File: config.mk
export PLATFORM = sky130hd
export DESIGN_NAME = decimal_bignum_multiplier_unit
export DESIGN_NICKNAME = d
export VERILOG_FILES = /design/src/sv/dbm_pkg.sv /design/src/sv/dbm_front.sv /design/src/sv/dbm_back.sv /design/src/sv/decimal_bignum_multiplier_unit.sv
export SDC_FILE = /design/constraint.sdc
export NUM_CORES = 1
export LEC_CHECK = 0
export CAP_MARGIN = 20
export CORE_MARGIN = 1.5
export CORE_UTILIZATION = 45
export DETAILED_ROUTE_END_ITERATION = 8
export DONT_BUFFER_PORTS = 1
export REMOVE_ABC_BUFFERS = 1
export SYNTH_ARGS = -nofsm -noshare
export SYNTH_HDL_FRONTEND = slang
export SYNTH_SLANG_ARGS = --single-unit
File: constraint.sdc
create_clock -name clk -period 14.16 [get_ports clk]
set_input_delay 1.416 -clock clk [delete_from_list [all_inputs] [get_ports clk]]
set_output_delay 1.416 -clock clk [all_outputs]
set_load 0.01 [all_outputs]
File: src/sv/dbm_pkg.sv
// ---------------------------------------------------------------------------
// dbm_pkg: shared types and constants of the decimal bignum multiplier
// Digit width, column sum width and the item that the front passes to the back.
// ---------------------------------------------------------------------------
package dbm_pkg;

	localparam int MAX_DIGITS_DEF = 32;
	localparam int DIGIT_W        = 4;
	localparam int SUM_W          = 12;
	localparam int QUEUE_DEPTH    = 4;
	localparam int QPTR_W         = $clog2(QUEUE_DEPTH);
	localparam logic [DIGIT_W-1:0] DIGIT_MAX = 4'd9;
	// 2^16 / 10 rounded up; exact quotient for sums below 4096
	localparam logic [12:0] RECIP_TEN = 13'd6554;

	typedef struct packed {
		logic               operand;
		logic [DIGIT_W-1:0] digit;
		logic               last;
	} item_t;

endpackage

File: src/sv/dbm_front.sv
// ---------------------------------------------------------------------------
// dbm_front: input side of the decimal bignum multiplier
// Accepts digit items, saturates the digit and queues them for the back end.
// ---------------------------------------------------------------------------
module dbm_front import dbm_pkg::*; (
	input  logic       clk,
	input  logic       arst_n,
	input  logic       s_tvalid,
	output logic       s_tready,
	input  logic [7:0] s_tdata,   // [3:0] digit, [7:4] zero
	input  logic       s_tuser,   // [0] operand
	input  logic       s_tlast,
	output logic       q_valid,
	output item_t      q_item,
	input  logic       q_pop
);

	item_t                 queue_q [QUEUE_DEPTH];
	logic [QPTR_W-1:0]     wr_ptr_q;
	logic [QPTR_W-1:0]     rd_ptr_q;
	logic [QPTR_W:0]       count_q;
	logic                  push;
	logic                  pop;
	item_t                 in_item;

	assign s_tready = (count_q != (QPTR_W+1)'(QUEUE_DEPTH));
	assign push     = s_tvalid && s_tready;
	assign q_valid  = (count_q != '0);
	assign pop      = q_pop && q_valid;
	assign q_item   = queue_q[rd_ptr_q];

	always_comb begin
		in_item.operand = s_tuser;
		in_item.last    = s_tlast;
		// clamp anything above nine
		in_item.digit   = (s_tdata[3:0] > DIGIT_MAX) ? DIGIT_MAX : s_tdata[3:0];
	end

	always_ff @(posedge clk) begin
		if (push) begin
			queue_q[wr_ptr_q] <= in_item;
		end
	end

	always_ff @(posedge clk or negedge arst_n) begin
		if (!arst_n) begin
			wr_ptr_q <= '0;
			rd_ptr_q <= '0;
			count_q  <= '0;
		end else begin
			if (push) begin
				wr_ptr_q <= wr_ptr_q + 1'b1;
			end
			if (pop) begin
				rd_ptr_q <= rd_ptr_q + 1'b1;
			end
			if (push && !pop) begin
				count_q <= count_q + 1'b1;
			end else if (pop && !push) begin
				count_q <= count_q - 1'b1;
			end
		end
	end

endmodule

File: src/sv/dbm_back.sv
// ---------------------------------------------------------------------------
// dbm_back: operand store and schoolbook multiply engine
// Stores digits, sums digit products column by column, emits the product.
// ---------------------------------------------------------------------------
module dbm_back import dbm_pkg::*; #(
	parameter int MAX_DIGITS = MAX_DIGITS_DEF
) (
	input  logic       clk,
	input  logic       arst_n,
	input  logic       q_valid,
	input  item_t      q_item,
	output logic       q_pop,
	output logic       m_tvalid,
	input  logic       m_tready,
	output logic [7:0] m_tdata,   // [3:0] product_digit, [7:4] zero
	output logic       m_tuser,   // [0] overflow
	output logic       m_tlast
);

	localparam int AW = (MAX_DIGITS > 1) ? $clog2(MAX_DIGITS) : 1;
	localparam int LW = $clog2(MAX_DIGITS + 1);
	localparam int KW = $clog2(2 * MAX_DIGITS + 1);
	localparam int RW = $clog2(2 * MAX_DIGITS);
	localparam int RES_DEPTH = 2 * MAX_DIGITS;

	localparam logic [2:0] S_IDLE  = 3'd0;
	localparam logic [2:0] S_COMP  = 3'd1;
	localparam logic [2:0] S_DRAIN = 3'd2;
	localparam logic [2:0] S_FIN   = 3'd3;
	localparam logic [2:0] S_READ  = 3'd4;
	localparam logic [2:0] S_OUT   = 3'd5;

	logic [DIGIT_W-1:0] mem_a [MAX_DIGITS];
	logic [DIGIT_W-1:0] mem_b [MAX_DIGITS];
	logic [DIGIT_W-1:0] res_mem [RES_DEPTH];

	logic [2:0]         state_q;
	logic [LW-1:0]      len_a_q, len_b_q;
	logic               closed_a_q, closed_b_q, ovf_q;
	logic [KW-1:0]      k_q, wa_q, out_k_q, len0;
	logic [KW-1:0]      hi_k, lo_next, k_next;
	logic               col_end, all_end, issue;
	logic [AW-1:0]      a_addr, b_addr;

	logic               valid_s1, col_end_s1, last_s1;
	logic [KW-1:0]      k_s1;
	logic [DIGIT_W-1:0] a_rd_s1, b_rd_s1;
	logic               valid_s2, col_end_s2, last_s2;
	logic [KW-1:0]      k_s2;
	logic [7:0]         prod_s2;

	logic [SUM_W-1:0]   acc_q, carry_q, sum, col_val, quo, rem;
	logic [24:0]        recip_prod;
	logic [DIGIT_W-1:0] res_rd_q;
	logic               res_we;
	logic [RW-1:0]      res_waddr;
	logic [DIGIT_W-1:0] res_wdata;

	logic               take;
	logic               store_ok;

	// ---- load side ----
	assign q_pop    = (state_q == S_IDLE) && !(closed_a_q && closed_b_q);
	assign take     = q_pop && q_valid;
	assign store_ok = q_item.operand ? (!closed_b_q && (len_b_q < LW'(MAX_DIGITS)))
	                                 : (!closed_a_q && (len_a_q < LW'(MAX_DIGITS)));

	always_ff @(posedge clk) begin
		if (take && store_ok && !q_item.operand) begin
			mem_a[len_a_q[AW-1:0]] <= q_item.digit;
		end
		if (take && store_ok && q_item.operand) begin
			mem_b[len_b_q[AW-1:0]] <= q_item.digit;
		end
		a_rd_s1 <= mem_a[a_addr];
		b_rd_s1 <= mem_b[b_addr];
	end

	// ---- column walk ----
	assign len0    = KW'(len_a_q) + KW'(len_b_q) - 1'b1;
	assign hi_k    = (k_q < KW'(len_a_q)) ? k_q : (KW'(len_a_q) - 1'b1);
	assign k_next  = k_q + 1'b1;
	assign lo_next = (k_next >= KW'(len_b_q)) ? (k_next - KW'(len_b_q) + 1'b1) : '0;
	assign col_end = (wa_q == hi_k);
	assign all_end = col_end && (k_q == len0 - 1'b1);
	assign issue   = (state_q == S_COMP);
	assign a_addr  = AW'(KW'(len_a_q) - 1'b1 - wa_q);
	assign b_addr  = AW'(KW'(len_b_q) - 1'b1 - (k_q - wa_q));

	// ---- accumulate and split a column into digit and carry ----
	assign sum        = acc_q + SUM_W'(prod_s2);
	assign col_val    = sum + carry_q;
	assign recip_prod = 25'(col_val) * 25'(RECIP_TEN);
	assign quo        = SUM_W'(recip_prod[24:16]);
	assign rem        = col_val - ((quo << 3) + (quo << 1));

	always_comb begin
		res_we    = 1'b0;
		res_waddr = RW'(k_s2);
		res_wdata = rem[DIGIT_W-1:0];
		if (valid_s2 && col_end_s2) begin
			res_we = 1'b1;
		end else if (state_q == S_FIN && carry_q != '0) begin
			res_we    = 1'b1;
			res_waddr = RW'(len0);
			res_wdata = carry_q[DIGIT_W-1:0];
		end
	end

	always_ff @(posedge clk) begin
		if (res_we) begin
			res_mem[res_waddr] <= res_wdata;
		end
		res_rd_q <= res_mem[RW'(out_k_q - 1'b1)];
		k_s1       <= k_q;
		k_s2       <= k_s1;
		prod_s2    <= 8'(a_rd_s1) * 8'(b_rd_s1);
	end

	always_ff @(posedge clk or negedge arst_n) begin
		if (!arst_n) begin
			state_q    <= S_IDLE;
			len_a_q    <= '0;
			len_b_q    <= '0;
			closed_a_q <= 1'b0;
			closed_b_q <= 1'b0;
			ovf_q      <= 1'b0;
			k_q        <= '0;
			wa_q       <= '0;
			out_k_q    <= '0;
			valid_s1   <= 1'b0;
			col_end_s1 <= 1'b0;
			last_s1    <= 1'b0;
			valid_s2   <= 1'b0;
			col_end_s2 <= 1'b0;
			last_s2    <= 1'b0;
			acc_q      <= '0;
			carry_q    <= '0;
		end else begin
			valid_s1   <= issue;
			col_end_s1 <= issue && col_end;
			last_s1    <= issue && all_end;
			valid_s2   <= valid_s1;
			col_end_s2 <= col_end_s1;
			last_s2    <= last_s1;

			if (valid_s2) begin
				if (col_end_s2) begin
					acc_q   <= '0;
					carry_q <= quo;
				end else begin
					acc_q <= sum;
				end
			end

			unique case (state_q)
				S_IDLE: begin
					if (closed_a_q && closed_b_q) begin
						state_q <= S_COMP;
						k_q     <= '0;
						wa_q    <= '0;
						acc_q   <= '0;
						carry_q <= '0;
					end else if (take) begin
						if (!q_item.operand && !closed_a_q) begin
							if (store_ok) begin
								len_a_q <= len_a_q + 1'b1;
							end else begin
								ovf_q <= 1'b1;
							end
							if (q_item.last) begin
								closed_a_q <= 1'b1;
							end
						end
						if (q_item.operand && !closed_b_q) begin
							if (store_ok) begin
								len_b_q <= len_b_q + 1'b1;
							end else begin
								ovf_q <= 1'b1;
							end
							if (q_item.last) begin
								closed_b_q <= 1'b1;
							end
						end
					end
				end
				S_COMP: begin
					if (col_end) begin
						k_q  <= k_next;
						wa_q <= lo_next;
					end else begin
						wa_q <= wa_q + 1'b1;
					end
					if (all_end) begin
						state_q <= S_DRAIN;
					end
				end
				S_DRAIN: begin
					if (valid_s2 && last_s2) begin
						state_q <= S_FIN;
					end
				end
				S_FIN: begin
					// grow by one digit only on a nonzero top carry
					out_k_q <= (carry_q != '0) ? (len0 + 1'b1) : len0;
					state_q <= S_READ;
				end
				S_READ: begin
					state_q <= S_OUT;
				end
				S_OUT: begin
					if (m_tready) begin
						if (out_k_q == KW'(1)) begin
							state_q    <= S_IDLE;
							len_a_q    <= '0;
							len_b_q    <= '0;
							closed_a_q <= 1'b0;
							closed_b_q <= 1'b0;
							ovf_q      <= 1'b0;
						end else begin
							out_k_q <= out_k_q - 1'b1;
							state_q <= S_READ;
						end
					end
				end
				default: begin
					state_q <= S_IDLE;
				end
			endcase
		end
	end

	assign m_tvalid = (state_q == S_OUT);
	assign m_tdata  = {4'd0, res_rd_q};
	assign m_tuser  = ovf_q;
	assign m_tlast  = (out_k_q == KW'(1));

endmodule

File: src/sv/decimal_bignum_multiplier_unit.sv
// ---------------------------------------------------------------------------
// decimal_bignum_multiplier_unit: schoolbook decimal long multiplier
// Loads two decimal operands digit by digit and streams out their product.
// ---------------------------------------------------------------------------
// channel | dir | tdata              | tuser        | tlast
// s_*     | in  | [3:0] digit        | [0] operand  | last digit of operand
// m_*     | out | [3:0] product_digit| [0] overflow | least significant digit
//
// A digit item is written to its operand store as it leaves the input queue,
// unless that operand is closed or full. A product is formed in the single
// multiply-accumulate unit, then each digit is read (S_READ) and offered (S_OUT).
// While a product is formed or emitted the queue takes up to QUEUE_DEPTH items.
// Reset clears lengths, flags and the queue; digit stores need no clearing.
// ---------------------------------------------------------------------------
module decimal_bignum_multiplier_unit import dbm_pkg::*; #(
	parameter int MAX_DIGITS = MAX_DIGITS_DEF
) (
	input  logic       clk,
	input  logic       arst_n,
	input  logic       s_tvalid,
	output logic       s_tready,
	input  logic [7:0] s_tdata,   // [3:0] digit, [7:4] zero
	input  logic       s_tuser,   // [0] operand
	input  logic       s_tlast,
	output logic       m_tvalid,
	input  logic       m_tready,
	output logic [7:0] m_tdata,   // [3:0] product_digit, [7:4] zero
	output logic       m_tuser,   // [0] overflow
	output logic       m_tlast
);

	logic  q_valid;
	logic  q_pop;
	item_t q_item;

	dbm_front u_front (
		.clk      (clk),
		.arst_n   (arst_n),
		.s_tvalid (s_tvalid),
		.s_tready (s_tready),
		.s_tdata  (s_tdata),
		.s_tuser  (s_tuser),
		.s_tlast  (s_tlast),
		.q_valid  (q_valid),
		.q_item   (q_item),
		.q_pop    (q_pop)
	);

	dbm_back #(
		.MAX_DIGITS (MAX_DIGITS)
	) u_back (
		.clk      (clk),
		.arst_n   (arst_n),
		.q_valid  (q_valid),
		.q_item   (q_item),
		.q_pop    (q_pop),
		.m_tvalid (m_tvalid),
		.m_tready (m_tready),
		.m_tdata  (m_tdata),
		.m_tuser  (m_tuser),
		.m_tlast  (m_tlast)
	);

endmodule

==> results.txt <==
* Status: finished clean
- Maximum number of pins on one net before global-route repair: 77
- Count of unique library cells instantiated by Yosys: 76
- Total wirelength of the detailed-routed design: roughly 65000 um
* Clock tree from TritonCTS: built
- Fill cells in the final layout number about 5800.
- Critical path's slowest cell: sky130_fd_sc_hd__xnor2_1
- After detailed routing, the average wire length per cell comes to approximately 21 um.
* Max Buffers Root-to-Sink: 3
- Summed over all failing endpoints, the final setup total negative slack is 0 ns.
* Sw power: about 0.0008 W
* Clock root buffer: sky130_fd_sc_hd__clkbuf_16
- Height of the chip: roughly 270 um
* Flip-flop and latch count after synthesis: around 640
- Int Power: between 0.003 and 0.004 W
- The initial utilization of the core area, before any placement, comes to 0.456.
- Clock-pin slew was measured on the worst setup and hold paths at approximately 0.060 ns.
* Site row count: 96
- Final Hold Fails: 0
- Clock skew after layout: ~0.031 ns
* Number of CTS-inserted buffers: ~70
- Leakage: 12.7 nW
- Post-route clock period utilization: 0.620
- Pin placement for this block handled 26 I/O pins.
* Register-to-register path setup slack: around 5.4 ns
* # DRC: 0
- Largest delay contributor family on the critical path: adder cells
- R2r startpoint: u_back.acc_q[0]
- The clock reaches the later pin of the worst-skew pair after ~0.60 ns.
- Final antenna diode count: 0
- Overall power consumption after layout is estimated at 0.00400 W.
- After synthesis, the cell types taking the most area are sky130_fd_sc_hd__edfxtp_1 51%, sky130_fd_sc_hd__mux4_2 11%, sky130_fd_sc_hd__ha_1 7.0%, sky130_fd_sc_hd__dfrtp_1 6.1%, sky130_fd_sc_hd__fa_1 3.3%.
- Type of the most critical hold path: flip-flop to flip-flop
- Synthesized instance count: about 2100
* # resized after CTS: 0
- The first global-routing pass estimated around 100000 um of wire.
- Once the clock tree was built, the setup fixing pass inserted 0 buffers.
- Of the cells placed in the final design, the portion with a size suffix greater than 1 is 0.147.
- For this design the ratio of total power to cell area is 115 nW/um^2.
- Overall die width: approximately 270 um
- Via-to-Cell Ratio: roughly 5.5
* RR Endpoint: u_back.res_mem[1][3]
- Count of vias placed by the detailed router: between 15000 and 20000
- Once detail routing completed, the nets flagged for antenna violations numbered 0.
* Sort of element at the start of the critical path: flip-flop
- Cell taking the most area after synthesis: sky130_fd_sc_hd__edfxtp_1
- Portion of synthesized cell area occupied by the leading cell type: 0.512
- At the worst endpoint, the arrival time is just over 9 ns.
- For hold timing, the worst endpoint is u_back.k_s2[4].
* Number of enable flip-flop cells after synthesis: 536
* Synthesized cell area: approximately 31000 sq um
- The worst-case IR drop observed on VDD is 0.112 mV.
- Max-cap violations in this run came to 0.
- Number of setup violations in the final report: 0
* Layout-stage area growth over the synthesis result: 11.0%
- STA puts the critical path data required time at 14.47 ns.
* Power share of the sequential group: 0.525
* Async SR Flop Fraction: 0.118
- Max Slew Vio Count: 0
- The critical path is of the flip-flop to flip-flop type.
- Most repeated library cell on the critical path: sky130_fd_sc_hd__ha_1
- Timing would allow up to roughly 110 MHz.
- The first detailed-routing pass ran for 7 iterations.
- The worst path in the final design needs a cycle of slightly below 9 ns, including I/O delays and setup.
* Vias in the first global route: 18200
- In this run the number of H-tree levels came out at 3.
- Mean post-synth cell area: around 15 sq um
- Of the total power, the share spent switching nets is 0.204.
- Sum of overflow across all layers after global routing: 0
* Clock tree sinks: between 600 and 700
- Max-slew headroom at the worst pin: 0.270
- For this block, the initial DRC count from the detailed router was around 1200.
- After legalization and detailed placement, the total HPWL measured around 44000 um.
- Of the total power, the clock network draws 0.452.
- Worst-path maximum fanout: between 60 and 70
- During synthesis, Yosys emitted a total of 0 warnings.
- Port buffering added 0 buffers.
* Worst Tran Pin Value: roughly 1.1 ns
- Worst Reg2Reg Path Length in Cells: 35
- The most used flip-flop cell after synthesis is sky130_fd_sc_hd__edfxtp_1.
- Largest stage delay on the critical path: around 0.57 ns
* Register area share after synthesis: 0.593
* HP Start: u_back.k_s1[4]
- Standard cell core area: roughly 69000 sq um
* Initial antenna violation count: 0
- STA classifies the critical path endpoint as a flip-flop.
* Area of the die: a little over 70000 sq um
* Overall fraction of global-route tracks in use: 0.189
- Portion of total power attributed to combinational logic: 0.023
* Final RePlAce weighted congestion: 0.827
* Sum of buffers and inverters on the critical path: 4
* Cell depth of the worst hold path: 0
* Setup repair after global routing missed its margin: false
* Hold_buf cts: 0
- Fin nets: 2391
==> kinds of logic (layout without fill, tap and decap cells) <==
group / after synthesis / after routing / share of synthesized area
muxes: 205 / 205 / 0.131
AOI/OAI and AO/OA: 202 / 202 / 0.0398
DFF: 644 / 644 / 0.593
and+or+nand+nor: 513 / 513 / 0.0746
other: 1 / 4 / 0.000119
xor gates and xnor gates: 103 / 103 / 0.0299
adders and majority gates: 226 / 226 / 0.102
buffers and inverters: 227 / 309 / 0.0286
==> synthesized netlist by cell type, drive strengths merged (3+ instances only) <==
master / instances
edfxtp: 536
nor2: 208
ha: 175
mux4: 162
inv: 156
nand2: 127
dfrtp: 76
a21oi: 71
xnor2: 70
fa: 51
o21ai: 48
nand3: 47
clkbuf: 42
dfxtp: 32
xor2: 31
buf: 26
mux2i: 26
and2: 25
a21o: 24
nor3: 21
nor2b: 18
mux2: 17
and3: 15
nand4: 11
o211ai: 10
or3: 10
a211oi: 8
a31oi: 6
nand2b: 6
nand3b: 5
nor3b: 5
o21a: 5
a21boi: 4
nor4: 4
or4: 4
and4: 3
clkinv: 3
o311ai: 3
o31ai: 3
==> registers in the layout, indices dropped and copies added (netlist names), 2 cells and up <==
| register | count |
|---|---|
| u_back.b_rd_s1 | 4 |
| u_front.count_q | 3 |
| u_back.out_k_q | 7 |
| u_back.prod_s2 | 8 |
| u_back.len_b_q | 6 |
| u_back.res_rd_q | 4 |
| u_back.len_a_q | 6 |
| u_back.a_rd_s1 | 4 |
| u_front.wr_ptr_q | 2 |
| u_front.rd_ptr_q | 2 |
| u_front.queue_q | 24 |
| u_back.res_mem | 256 |
| u_back.k_s1 | 6 |
| u_back.wa_q | 7 |
| u_back.acc_q | 12 |
| u_back.k_q | 7 |
| u_back.state_q | 3 |
| u_back.mem_b | 128 |
| u_back.k_s2 | 6 |
| u_back.mem_a | 128 |
| u_back.carry_q | 12 |
==> layer usage <==
metal | wire, um | share of wire | GRT usage
met5 | 0 | 0 | 0
met1 | 28900 | 0.44 | 0.255
met3 | 2440 | 0.037 | 0.0276
met2 | 32400 | 0.50 | 0.317
met4 | 1530 | 0.023 | 0.0577
==> worst max path at each step <==
stage,startpoint,end,slack (ns),depth (start not counted)
floorplan,u_back.acc_q[0],u_back.res_mem[0][3],4.10,34
detailed placement,u_back.acc_q[0],u_back.res_mem[5][3],5.45,35
finish,u_back.acc_q[0],u_back.res_mem[1][3],5.38,35
global placement,u_back.acc_q[0],u_back.res_mem[5][3],5.53,35
CTS,u_back.acc_q[0],u_back.res_mem[23][3],5.39,35
global route,u_back.acc_q[0],u_back.res_mem[23][3],4.72,34
==> metrics by stage <==
stage	setup slack (ns)	hold WS, ns	instances	cell area, sq um	util
2_1_floorplan	4.10	0.310	2056	31100	-
3_3_place_gp	5.53	0.311	3007	32500	0.472
3_5_place_dp	5.45	0.312	3007	32500	0.472
4_1_cts	5.39	0.327	3133	34800	0.506
5_1_grt	4.72	0.338	3137	34900	0.507
6_report	5.38	0.327	3137	34900	0.507
==> area by class of cell <==
| type | count | area, sq um | share of cell area |
|---|---|---|---|
| Timing Repair Buffer | 24 | 218 | 0.00624 |
| Multi-Input combinational cell | 1253 | 12000 | 0.343 |
| Sequential cell | 644 | 18600 | 0.535 |
| Tap cell | 931 | 1160 | 0.0334 |
| Clock buffer | 86 | 1860 | 0.0534 |
| Inverter | 159 | 599 | 0.0172 |
| Clock inverter | 40 | 434 | 0.0124 |
==> cells in the final DEF, fill, tap and decap left out, types with 18 or more instances in the layout <==
master,synthesis,final
sky130_fd_sc_hd__nand2_1,127,126
sky130_fd_sc_hd__inv_1,155,155
sky130_fd_sc_hd__a21o_1,24,24
sky130_fd_sc_hd__a21oi_1,70,68
sky130_fd_sc_hd__mux4_2,158,158
sky130_fd_sc_hd__clkbuf_16,0,70
sky130_fd_sc_hd__nand3_1,47,47
sky130_fd_sc_hd__xnor2_1,69,67
sky130_fd_sc_hd__ha_1,175,173
sky130_fd_sc_hd__fa_1,51,50
sky130_fd_sc_hd__and2_1,24,24
sky130_fd_sc_hd__nor2_1,208,208
sky130_fd_sc_hd__nor2b_1,18,18
sky130_fd_sc_hd__mux2i_1,26,26
sky130_fd_sc_hd__dfxtp_1,32,32
sky130_fd_sc_hd__o21ai_0,46,45
sky130_fd_sc_hd__buf_4,5,21
sky130_fd_sc_hd__dfrtp_1,76,75
sky130_fd_sc_hd__xor2_1,31,30
sky130_fd_sc_hd__edfxtp_1,536,536
sky130_fd_sc_hd__nor3_1,20,20
==> worst register-to-register path: cells and delay by family, from the launching register on <==
family,cells,cell delay [ns]
buffers and inverters,4,0.70
XOR/XNOR,5,1.36
AO/OA/AOI/OAI,9,1.46
adder cells (fa/ha/maj),10,3.78
AND/OR/NAND/NOR,7,0.77
flip-flops,1,0.35
==> power by group through the flow <==
stage | registers [W] | logic, W | clock network (W)
3_3_place_gp | 0.00214 | 0.0000791 | 0
3_5_place_dp | 0.00214 | 0.0000889 | 0
6_report | 0.00210 | 0.0000905 | 0.00181
5_1_grt | 0.00210 | 0.000101 | 0.00193
4_1_cts | 0.00210 | 0.0000892 | 0.00185
2_1_floorplan | 0.00214 | 0.0000534 | 0
No activity file was read; power rests on OpenSTA's default activity.
